### src/hw/rtl/cvd_pkg.sv
// shared types and constants for the coefficient vector dedup table
// used by every module of the block; no dependencies
`default_nettype none

package cvd_pkg;

  localparam int COEFS_PER_VECTOR = 20;
  localparam int TABLE_ENTRIES    = 256;
  localparam int QUEUE_DEPTH      = 2;

  localparam int WORD_W  = 32;
  localparam int VEC_W   = COEFS_PER_VECTOR * WORD_W;
  localparam int POS_W   = $clog2(COEFS_PER_VECTOR + 1);
  localparam int WIDX_W  = (COEFS_PER_VECTOR > 1) ? $clog2(COEFS_PER_VECTOR) : 1;
  localparam int IDX_W   = $clog2(TABLE_ENTRIES);
  localparam int CNT_W   = $clog2(TABLE_ENTRIES + 1);
  localparam int MAT_W   = 8;
  localparam int SURF_W  = 32;
  localparam int QPTR_W  = (QUEUE_DEPTH > 1) ? $clog2(QUEUE_DEPTH) : 1;
  localparam int QCNT_W  = $clog2(QUEUE_DEPTH + 1);

  typedef logic [COEFS_PER_VECTOR-1:0][WORD_W-1:0] vec_t;

  typedef struct packed {
    logic overflow;
    vec_t vec;
  } q_entry_t;

  typedef enum logic [1:0] {
    ERR_OK       = 2'd0,
    ERR_FULL     = 2'd1,
    ERR_OVERFLOW = 2'd2
  } err_t;

  typedef enum logic [1:0] {
    B_IDLE,
    B_SCAN,
    B_DECIDE,
    B_EMIT
  } back_state_t;

endpackage

`default_nettype wire

### src/hw/rtl/cvd_front.sv
// front end: gathers coefficient words into a vector and hands finished
// vectors to the queue; depends on cvd_pkg
`default_nettype none

module cvd_front
  import cvd_pkg::*;
(
  input  wire logic              clk,
  input  wire logic              rst,
  input  wire logic              in_valid,
  output logic                   in_stall,
  input  wire logic [WORD_W-1:0] coef_word,
  input  wire logic              last_word,
  input  wire logic              q_full,
  output logic                   q_push,
  output q_entry_t               q_push_data
);

  vec_t             vec;
  vec_t             vec_next;
  logic [POS_W-1:0] pos;
  logic             ovf;
  logic             in_range;
  logic             accept;

  assign in_stall = q_full;
  assign accept   = in_valid && !in_stall;
  assign in_range = pos < POS_W'(COEFS_PER_VECTOR);

  always_comb begin
    vec_next = vec;
    if (in_range) begin
      vec_next[pos[WIDX_W-1:0]] = coef_word;
    end
  end

  assign q_push               = accept && last_word;
  assign q_push_data.vec      = vec_next;
  assign q_push_data.overflow = ovf || !in_range;

  always_ff @(posedge clk) begin
    if (rst) begin
      vec <= '0;
      pos <= '0;
      ovf <= 1'b0;
    end else if (accept) begin
      if (last_word) begin
        // unsent trailing words must read as zero for the next vector
        vec <= '0;
        pos <= '0;
        ovf <= 1'b0;
      end else begin
        vec <= vec_next;
        if (in_range) begin
          pos <= pos + POS_W'(1);
        end else begin
          ovf <= 1'b1;
        end
      end
    end
  end

endmodule

`default_nettype wire

### config.mk
export PLATFORM = sky130hd
export DESIGN_NAME = cvd_front
export DESIGN_NICKNAME = d
export VERILOG_FILES = /design/src/hw/rtl/cvd_pkg.sv /design/src/hw/rtl/cvd_front.sv
export SDC_FILE = /design/constraint.sdc
export NUM_CORES = 2
export LEC_CHECK = 0
export BUFFER_PORTS_ARGS = -buffer_cell sky130_fd_sc_hd__buf_2
export CELL_PAD_IN_SITES_DETAIL_PLACEMENT = 1
export CELL_PAD_IN_SITES_GLOBAL_PLACEMENT = 2
export CORE_UTILIZATION = 32
export DETAILED_ROUTE_END_ITERATION = 12
export HOLD_SLACK_MARGIN = 0.02
export PLACE_DENSITY = 0.74
export SYNTH_ARGS = -nofsm -noshare
export SYNTH_HDL_FRONTEND = slang
export SYNTH_SLANG_ARGS = --single-unit
### constraint.sdc
create_clock -name clk -period 1.9 [get_ports clk]
set_clock_uncertainty 0.2 [all_clocks]
set_input_delay 0.095 -clock clk [delete_from_list [all_inputs] [get_ports clk]]
set_output_delay 0.095 -clock clk [all_outputs]
set_load 0.01 [all_outputs]
======== Yosys cells after proc, flatten, opt, wreduce, memory -nomap -nowiden ========
Index checks and enable logic that the tools add are counted.
W data, S select, Z words.
operators by class
  order comparisons ....................... 3
  equality and inequality tests ........... 1
  multiplexer cells ....................... 9
  add/subtract/negate cells ............... 1
  reductions and logical operators ........ 9
operators with widths
  operator               number
  $mux W640              2
  $bwmux W640            1
  $demux W32 S5          1
  $mux W32               1
  $mux W5                2
  $lt A5 B6 Y1 const B   1
  $add A5 B1 Y5 const B  1
  $ge A5 B1 Y1 const B   1
  $lt A5 B5 Y1 const B   1
  $reduce_and A2 Y1      2
  $logic_and A1 B1 Y1    3
  $logic_not A1 Y1       2
  $mux W1                2
  $ne A2 B2 Y1 const B   1
  $reduce_bool A2 Y1     1
  $logic_or A1 B1 Y1     1
word-level totals
  output and inout bits ................... 643
  register bits ........................... 646
  logic and storage cells ................. 45

======== Depth between registers and ports, before layout ========
  depth after elaboration ................. 7
  mapped depth ............................ 7
  gate-level depth less buffers ........... 5

======== Worst setup path after synthesis ========
No wires, ideal clock.
  path kind ............................... reg-to-output
  start ................................... register pos[0]
  end ..................................... output port q_push_data[194] (netlist name)
  path slack .............................. -0.150 ns
  arrival time ............................ 1.755 ns
  stages on the path, launching flop included .. 7
  required time ........................... 1.605 ns
  buffers on the path ..................... 2
  cells stage by stage .................... dfxtp_1 > inv_1 > ha_1 > nor4bb_1 > buf_2 > buf_2 > mux2_2
RTL lines
  element                   RTL line         text
  start: declaration        cvd_front.sv:21  logic [POS_W-1:0] pos;
  start signal: assignment  cvd_front.sv:55  pos <= pos + POS_W'(1);
  end: declaration          cvd_front.sv:16  output q_entry_t q_push_data

==> metrics.txt <==
number of synthesized flops with an enable pin=0; Overflow after GRT=0; fraction of layout cells with a size suffix above 1=0.574; synthesized flop and latch total=between 600 and 700; Buffers on Ports=679; hold_sp=coef_word[8]; CTS max path bufs=3; r2r endpoint=vec[122]$_SDFFE_PP0P_; core box area=88800 um2; root buffer cell=clkbuf_16; crit path time final=2.76 ns; Synth area leaders=dfxtp_1 45%, mux2_2 25%, a22o_1 19%, buf_2 3.4%, clkbuf_1 1.3%; outcome=finished, violations left; final std cells w/o fill=4396; Die H=302 um; total routed wirelength=147 mm; Place WS=-0.410 ns; WHS=0.0760 ns; die area=91300 um2; CTS H-tree depth=3; Die X=302 um; via count=about 25000; post-synthesis cell area=28800 um2; Synth Net Count=2454; VDD IR max=718 uV; ys async rst share=0; final setup fails=1253; final critical-path share of the clock period=1.45; failing checks=negative setup slack; max_cap viols=0; Clock Latency Late Sink=between 0.6 and 0.7 ns; Hold Path Sink=vec[424]$_SDFFE_PP0P_; DR DRC count=0; Initial Util=0.325; sequential area share after synthesis=0.449; Post-Syn Instances=2411; number of buffers created by CTS=74; Pre-Repair DR Iteration Count=5; CP arrival=2.47 ns; most repeated cell in the gate-level netlist after synthesis=dfxtp_1; HPWL Detailed=96.0 mm; Least-Margin Pin Slew=0.677 ns; clock slew at reported path FFs=0.06 ns; RSZ-0062 raised after global routing=yes; CTS tree=done; Reg2Reg Depth=10; Post-synth top flop=dfxtp_1; io pins=680; count of unique library cells instantiated by Yosys=43; Synth Warn #=0; largest area contributor in the netlist=dfxtp_1; Final WS setup=-0.862 ns; Slew Viols, Final=0; WHS Path Cells=4; GPL Wtd Cong=between 0.8 and 0.9; CP Capture Type=output pin; reg2reg start=pos[1]$_SDFFE_PP0P_; Worst Setup Start Kind=register; first-pass GRT wire length=199 mm; HP Class=in2reg; Layout Nets=3210; Placed Cells incl. Taps=4180; area share of the largest cell type after synthesis=0.449; drt initial violations=1765; Pleak=0.0191 uW; Fmax=362 MHz; post-route cell area=41500 um2; Area growth, synth to finish=44.0%; global-route usage over all layers=0.302; Avg Inst Size Synth=12.0 um2; Via-to-Cell Ratio=~5.8; largest net degree at the start of global routing=33; vias in the first global route=25803; row count=109; Slew Limit Headroom=0.549; Synth top cells by count=646 x dfxtp_1, 640 x a22o_1, 640 x mux2_2, 196 x buf_2, 99 x clkbuf_1; drt wl/cell=33.4 um; crit path max fanout=6; Worst R2R Setup Slack=-0.44 ns; post-route ant nets=0; Crit Path Category=reg2out; clk sinks=roughly 650; Worst EP required=roughly 1.6 ns; power density over cell area=745 nW/um2; antenna violations before repair=7; dpl cell area=35900 um2; Hold Vio Cnt, Final=0
-- metal layers --
layer	vias to the layer above	part of all wire	track usage
met4	2	0.043	0.123
met5	-	0.000089	0
met3	265	0.060	0.0446
met1	13202	0.42	0.390
li1	10652	-	-
met2	1165	0.47	0.504
-- how the worst max path moves through the flow --
| stage | slack [ns] | end | from | cells after the start |
|---|---|---|---|---|
| floorplan | -0.02 | q_push_data[576] | pos[0]$_SDFFE_PP0P_ | 6 |
| global placement | -0.39 | vec[563]$_SDFFE_PP0P_ | pos[1]$_SDFFE_PP0P_ | 7 |
| detailed placement | -0.41 | vec[562]$_SDFFE_PP0P_ | pos[1]$_SDFFE_PP0P_ | 7 |
| CTS | -0.87 | q_push_data[175] | pos[0]$_SDFFE_PP0P_ | 7 |
| global route | -0.93 | q_push_data[163] | pos[0]$_SDFFE_PP0P_ | 7 |
| finish | -0.86 | q_push_data[565] | pos[0]$_SDFFE_PP0P_ | 7 |
-- final cells by class --
type | instances | area (um2)
Fill cell | 9131 | 47300
Timing Repair Buffer | 1025 | 9300
Sequential cell | 646 | 12900
Inverter | 4 | 17.5
Multi-Input combinational cell | 1416 | 15300
Clock buffer | 115 | 2250
Clock inverter | 21 | 265
Antenna cell | 4 | 10.0
Tap cell | 1165 | 1460
-- what timing repair did --
item                                    4_1_cts  5_1_grt
resized for setup                           194      255
pin swaps                                     9        3
hold endpoints to repair                      6        0
setup buffers                                31       16
gates cloned                                 15       17
endpoints found under the setup margin     1281     1282
hold buffers                                  4        0
-- power breakdown --
part | internal [uW] | switching (uW)
sequential | 13600 | 20.1
clock | 8750 | 6210
combinational | 780 | 1570
-- state kept, by name, indices dropped and copies added, names as in the netlist --
register	cells
vec	640
pos	5
ovf	1
-- metrics by stage --
| step | total power (uW) | TNS (ns) | util |
|---|---|---|---|
| after detailed placement | 16100 | -291.37 | 0.404 |
| after global routing | 31700 | -735.14 | 0.467 |
| after global placement | 16000 | -242.41 | 0.404 |
| after CTS | 31000 | -614.44 | 0.450 |
| after floorplan | 14800 | -1.61 | - |
| final | 30900 | -644.41 | 0.467 |
-- cell usage in the layout (no fill, tap or decap), drive strengths merged, types with 3 or more instances in the layout --
cell and count:
nor2 14, o22ai 16, nor4bb 8, clkinvlp 3, nand2 4, inv 7, and4bb 4, clkbuf 130
and2 33, mux2 640, o2bb2ai 4, nor4b 6, clkinv 11, nand2b 8, ha 6, nand4b 6
diode 4, bufinv 4, a22o 640, nor3 6, dfxtp 646, dlygate4sd3 4, buf 1006
-- logic make-up (layout without fill, tap and decap cells) --
kind of cell | after synthesis | count (layout) | synth area share
other | 0 | 4 | 0
AO/OA/AOI/OAI | 671 | 671 | 0.205
AND/OR/NAND/NOR | 99 | 99 | 0.0334
flip-flops | 646 | 646 | 0.449
buffers and inverters | 349 | 1165 | 0.0607
adder cells (fa/ha/maj) | 6 | 6 | 0.00260
multiplexers | 640 | 640 | 0.250
-- worst max-delay path, stage by stage (launching register included) --
cell	delay, ns
dfxtp_4	0.40
buf_6	0.12
ha_4	0.17
nor4bb_4	0.28
buf_6	0.23
buf_16	0.16
mux2_2	0.35
buf_6	0.13
Power figures use the tool's default switching activity.
