--- src/hw/rtl/cvd_pkg.sv ---
// shared types and constants for the coefficient vector dedup table
// used by every module of the block; no dependencies
`default_nettype none

package cvd_pkg;

  localparam int COEFS_PER_VECTOR = 20;
  localparam int TABLE_ENTRIES    = 256;
  localparam int QUEUE_DEPTH      = 2;

  localparam int WORD_W  = 32;
  localparam int VEC_W   = COEFS_PER_VECTOR * WORD_W;
  localparam int POS_W   = $clog2(COEFS_PER_VECTOR + 1);
  localparam int WIDX_W  = (COEFS_PER_VECTOR > 1) ? $clog2(COEFS_PER_VECTOR) : 1;
  localparam int IDX_W   = $clog2(TABLE_ENTRIES);
  localparam int CNT_W   = $clog2(TABLE_ENTRIES + 1);
  localparam int MAT_W   = 8;
  localparam int SURF_W  = 32;
  localparam int QPTR_W  = (QUEUE_DEPTH > 1) ? $clog2(QUEUE_DEPTH) : 1;
  localparam int QCNT_W  = $clog2(QUEUE_DEPTH + 1);

  typedef logic [COEFS_PER_VECTOR-1:0][WORD_W-1:0] vec_t;

  typedef struct packed {
    logic overflow;
    vec_t vec;
  } q_entry_t;

  typedef enum logic [1:0] {
    ERR_OK       = 2'd0,
    ERR_FULL     = 2'd1,
    ERR_OVERFLOW = 2'd2
  } err_t;

  typedef enum logic [1:0] {
    B_IDLE,
    B_SCAN,
    B_DECIDE,
    B_EMIT
  } back_state_t;

endpackage

`default_nettype wire

--- src/hw/rtl/cvd_queue.sv ---
// short fifo of finished vectors between front and back end
// depends on cvd_pkg
`default_nettype none

module cvd_queue
  import cvd_pkg::*;
(
  input  wire logic     clk,
  input  wire logic     rst,
  input  wire logic     push,
  input  wire q_entry_t push_data,
  output logic          full,
  input  wire logic     pop,
  output q_entry_t      pop_data,
  output logic          empty
);

  q_entry_t          ent [QUEUE_DEPTH];
  logic [QPTR_W-1:0] wr_ptr;
  logic [QPTR_W-1:0] rd_ptr;
  logic [QCNT_W-1:0] cnt;
  logic              do_push;
  logic              do_pop;

  assign full     = cnt == QCNT_W'(QUEUE_DEPTH);
  assign empty    = cnt == '0;
  assign do_push  = push && !full;
  assign do_pop   = pop && !empty;
  assign pop_data = ent[rd_ptr];

  always_ff @(posedge clk) begin
    if (do_push) begin
      ent[wr_ptr] <= push_data;
    end
  end

  always_ff @(posedge clk) begin
    if (rst) begin
      wr_ptr <= '0;
      rd_ptr <= '0;
      cnt    <= '0;
    end else begin
      if (do_push) begin
        wr_ptr <= (wr_ptr == QPTR_W'(QUEUE_DEPTH - 1)) ? '0 : wr_ptr + QPTR_W'(1);
      end
      if (do_pop) begin
        rd_ptr <= (rd_ptr == QPTR_W'(QUEUE_DEPTH - 1)) ? '0 : rd_ptr + QPTR_W'(1);
      end
      if (do_push && !do_pop) begin
        cnt <= cnt + QCNT_W'(1);
      end else if (do_pop && !do_push) begin
        cnt <= cnt - QCNT_W'(1);
      end
    end
  end

endmodule

`default_nettype wire

--- config.mk ---
export PLATFORM = sky130hd
export DESIGN_NAME = cvd_queue
export DESIGN_NICKNAME = d
export VERILOG_FILES = /design/src/hw/rtl/cvd_pkg.sv /design/src/hw/rtl/cvd_queue.sv
export SDC_FILE = /design/constraint.sdc
export NUM_CORES = 1
export LEC_CHECK = 0
export ABC_AREA = 1
export BUFFER_PORTS_ARGS = -buffer_cell sky130_fd_sc_hd__buf_2
export CAP_MARGIN = 0
export CORE_AREA = 2 2 498 500
export DETAILED_ROUTE_END_ITERATION = 12
export DIE_AREA = 0 0 500 502
export PLACE_DENSITY = 0.34
export REMOVE_ABC_BUFFERS = 1
export SETUP_SLACK_MARGIN = 0.15
export SLEW_MARGIN = 20
export SYNTH_ARGS = -nofsm -noshare
export SYNTH_HDL_FRONTEND = slang
export SYNTH_SLANG_ARGS = --single-unit
--- constraint.sdc ---
create_clock -name clk -period 37 [get_ports clk]
set_clock_uncertainty 0.05 [all_clocks]
set_input_delay 3.7 -clock clk [delete_from_list [all_inputs] [get_ports clk]]
set_output_delay 3.7 -clock clk [all_outputs]
set_load 0.1 [all_outputs]
# == After elaboration in Yosys (flattened, before gate mapping) ==
# Memories as Yosys holds them, arrays and structs flattened. A register that Yosys moved wholly into a read port is not among the register bits.
# Cells that the tools add are included.
# word_totals
out_inout_bits,643
regBits,4
ram_bits,1282
mem_count,1
word_cells,27
input_bits,645
# memory_table
memory,depth,word_bits,read_ports,rd_ports_with_merged_regs,write_ports,line_no,source
ent,2,641,1,1,1,cvd_queue.sv:18,q_entry_t ent [QUEUE_DEPTH];
# op_classes
n_eq_ne,1
muxes,8
reduce_logical,10
addsub,4
# ops
operator,n
$mux 1,6
$logic_and 1x1->1,4
$logic_not 1->1,4
$mux 2,2
$add 1x1->1 const B,2
$add 2x1->2 const B,1
$eq 2x2->1 const B,1
$logic_not 2->1,1
$reduce_bool 2->1,1
$sub 2x1->2 const B,1

# == Logic depth before layout (Yosys ltp) ==
# depth
ltp_word,7
ltp_mapped,10
mapped_depth_nobuf,10

# == Worst setup path before layout ==
# OpenSTA, ideal clock, no wires.
# synth_timing
path_type,input to register
startpoint,input push
endpoint,"memory ent[0][0] (netlist bit), enable pin"
arrival_time_ns,30.350
required_time_ns,35.284
path_stages,2
path_buffers,0
setup_slack_ns,4.934
setup_ns,1.666
path_cell_list,o21ai_0 -> nor2_1
# synth_via
elab_chain_cells,3
# synth_rtl
element,line_no,source
start: declaration,cvd_queue.sv:10,"input wire logic push,"
$logic_and 1x1->1,cvd_queue.sv:27,assign do_push = push && !full;
$mux 1,cvd_queue.sv:32,if (do_push) begin
$mux 1 (not written as such),cvd_queue.sv:33,ent[wr_ptr] <= push_data;
end: declaration,cvd_queue.sv:18,
# No other way between the ends.

==> flow_metrics.py <==
metrics = {
    "yosys": {
        "synth.yosys.seq_area_share_pct": 81.42,
        "synthCells": 2031,
        "ys_seq_elements": 1287,
        "synth_top_area_cell": "edfxtp_1",
        "async_flop_share_pct": 0,
        "netlist_top_cells_count": "edfxtp_1, mux2_1, mux2_4",
        "synthDistinctLibCells": 18,
        "netlist_area_um2": 47400,
        "synth-edff-count": 1282,
        "yosysMostFrequentCell": "edfxtp_1",
        "ys_top_cells_by_area": "edfxtp_1, mux2_1, mux2_4",
        "synth_ff_type": "edfxtp_1",
        "synth_top_area_share_pct": 81.21,
        "syn_avg_cell_area_um2": 23.34,
        "yosys_warnings": 0,
    },
    "die": {
        "pin_count": 1288,
        "die_x_um": 500,
        "num_rows": 182,
        "coreArea_um2": 245300,
        "start_util_pct": 19.33,
        "die_h_um": 502,
        "dieArea_um2": 251000,
    },
    "placed_design": {
        "dpl_cell_area_um2": 57460,
        "gp_congestion": 0.7967,
        "portBuffers": 1287,
        "place_inst": 6496,
        "dp_hpwl_um": 123200,
    },
    "clock_network": {
        "cts_made_buffers": 156,
        "cts_setup_buffers": 0,
        "cts_max_level": 4,
        "cts_tree": "built",
        "postCtsHoldBufs": 0,
        "cts.sinks": 1287,
        "cts_resized": 0,
        "root_buffer": "clkbuf_16",
        "clock_latency_ps": 800,
        "clk_pin_slew_worst_paths_ps": 60,
        "clock_path_buffers": 3,
    },
    "power": {
        "p_per_area_nw_per_um2": 91.34,
        "p_int_mw": 3.076,
        "switching_share_pct": 46.10,
        "pwr-share-clk_pct": 25.7,
        "vdd_drop_max_uv": 41.26,
        "comb_power_share_pct": 41.0,
        "seq_power_share_pct": 33.3,
        "p_sw_mw": 2.630,
        "p_leak_nw": 22.82,
    },
    "route": {
        "via_per_inst": 3.693,
        "ant_nets": 0,
        "drt-initial-drc-count": 1399,
        "post-route-drc-count": 0,
        "wl_um": 166100,
        "wl_per_cell_um": 24.35,
        "vias": 25182,
        "drtPass1Iterations": 5,
    },
    "worst_hold_path": {
        "worstHoldPathType": "reg2reg",
    },
    "sta": {
        "whs_ps": 504.1,
        "finalCritPeriodShare_pct": 30.06,
        "post-route-min-period_ps": 11120,
        "finalHoldViolCount": 0,
        "drv_slew": 0,
        "tns_ps": 0,
        "worst_pin_slew_ps": 1007,
        "rsz0062_at_grt": "false",
        "slew_headroom_pct": 32.85,
        "setup_viol": 0,
        "fmax_ghz": 0.08992,
    },
    "status": {
        "outcome": "complete, no violations",
    },
    "worst_setup_path": {
        "cp_max_fo": 58,
        "path_class": "reg2out",
        "required_ps": 33250,
        "worst_ep_arrival_time_ps": 7370,
        "critical_path.startpoint_type": "flip-flop",
        "cp-end-kind": "output port",
    },
    "finish": {
        "nNetsFinal": 4080,
        "fin_cells": 6819,
        "num-fill-cells": 25230,
        "multi_input_area_um2": 8055,
        "final-seq-area_um2": 38600,
        "drive_gt1_share_pct": 52.27,
        "fin_area_um2": 62470,
        "area_growth_pct": 31.78,
    },
    "global_route": {
        "grt_pass1_vias": 26176,
        "grt_pass1_wl_um": 219000,
        "grt_use_total_pct": 12.66,
        "globalRouteOverflowTotal": 0,
        "antenna_found_initial": 156,
        "grt_max_degree": 139,
    },
    "flow_run": {
        "maxCapViolCount": 0,
    },
}
[cell usage in the layout, fill, tap and decap left out, drive strengths merged]
cell	netlist	final
ha	1	1
nor2	9	9
clkbuf	0	197
nand2	4	4
nand3	1	1
bufinv	0	9
edfxtp	1282	1282
o21ai	5	5
inv	9	15
clkinv	0	74
a21oi	1	1
diode	0	37
and2	1	1
nand4	1	1
buf	71	1316
mux2	641	641
dfxtp	5	5
[critical path: stages, from the launching register on]
cell and delay, ps:
dfxtp_4 870, buf_4 680, buf_4 780, buf_4 790, buf_4 710, buf_4 780
buf_4 820, mux2_1 280, buf_2 440
[power groups by stage]
stage	clock network, mW	registers [mW]	logic [mW]
5_1_grt	1.58	1.92	2.41
3_3_place_gp	0	1.93	2.38
6_report	1.47	1.90	2.34
2_1_floorplan	0	2.22	2.04
3_5_place_dp	0	1.93	2.38
4_1_cts	1.53	1.90	2.38
[kinds of logic (layout without fill, tap and decap cells)]
kind of cell / after synthesis / after routing / synth area share [%]
flip-flops: 1287 / 1287 / 81.42
multiplexers: 641 / 641 / 16.73
buffers and inverters: 80 / 1611 / 1.618
AND/OR/NAND/NOR: 16 / 16 / 0.1399
AO/OA/AOI/OAI: 6 / 6 / 0.06333
adder cells (fa/ha/maj): 1 / 1 / 0.02639
other: 0 / 37 / 0
[flip-flops by register name, summed over array words and instances (netlist names), named ones only]
register  cells
cnt           2
rd_ptr        1
ent        1282
wr_ptr        1
[stage by stage]
| step | setup slack (ps) | total power [mW] | utilization [%] |
|---|---|---|---|
| after floorplan | 4934 | 4.256 | - |
| after global placement | 26610 | 4.312 | 23.42 |
| after detailed placement | 26560 | 4.308 | 23.43 |
| after CTS | 25630 | 5.811 | 25.43 |
| after global routing | 25390 | 5.907 | 25.45 |
| final | 25880 | 5.706 | 25.47 |
[final timing paths]
kind | startpoint | slack, ps | endpoint | cells past startpoint
worst max-delay path | flip-flop | 25880 | pop_data[330] | 8
worst min-delay path | wr_ptr | 500 | wr_ptr | 2
worst max register to register | cnt[0] | 30590 | ent[0][238] | 8
worst min register to register | wr_ptr | 500 | wr_ptr | 2
[final cells by class]
cell class | count | area share, %
Antenna cell | 37 | 0.1482
Clock buffer | 197 | 6.563
Clock inverter | 89 | 1.310
Inverter | 9 | 0.05408
Multi-Input combinational cell | 664 | 12.89
Sequential cell | 1287 | 61.79
Tap cell | 3220 | 6.449
Timing Repair Buffer | 1316 | 10.79
[layer usage]
| metal | GRT usage [%] | part of all wire, % |
|---|---|---|
| met3 | 6.587 | 11 |
| met2 | 21.73 | 49 |
| met1 | 13.05 | 36 |
| met4 | 4.738 | 3.6 |
| met5 | 0 | 0.43 |
(Power assumes the default switching activity.)
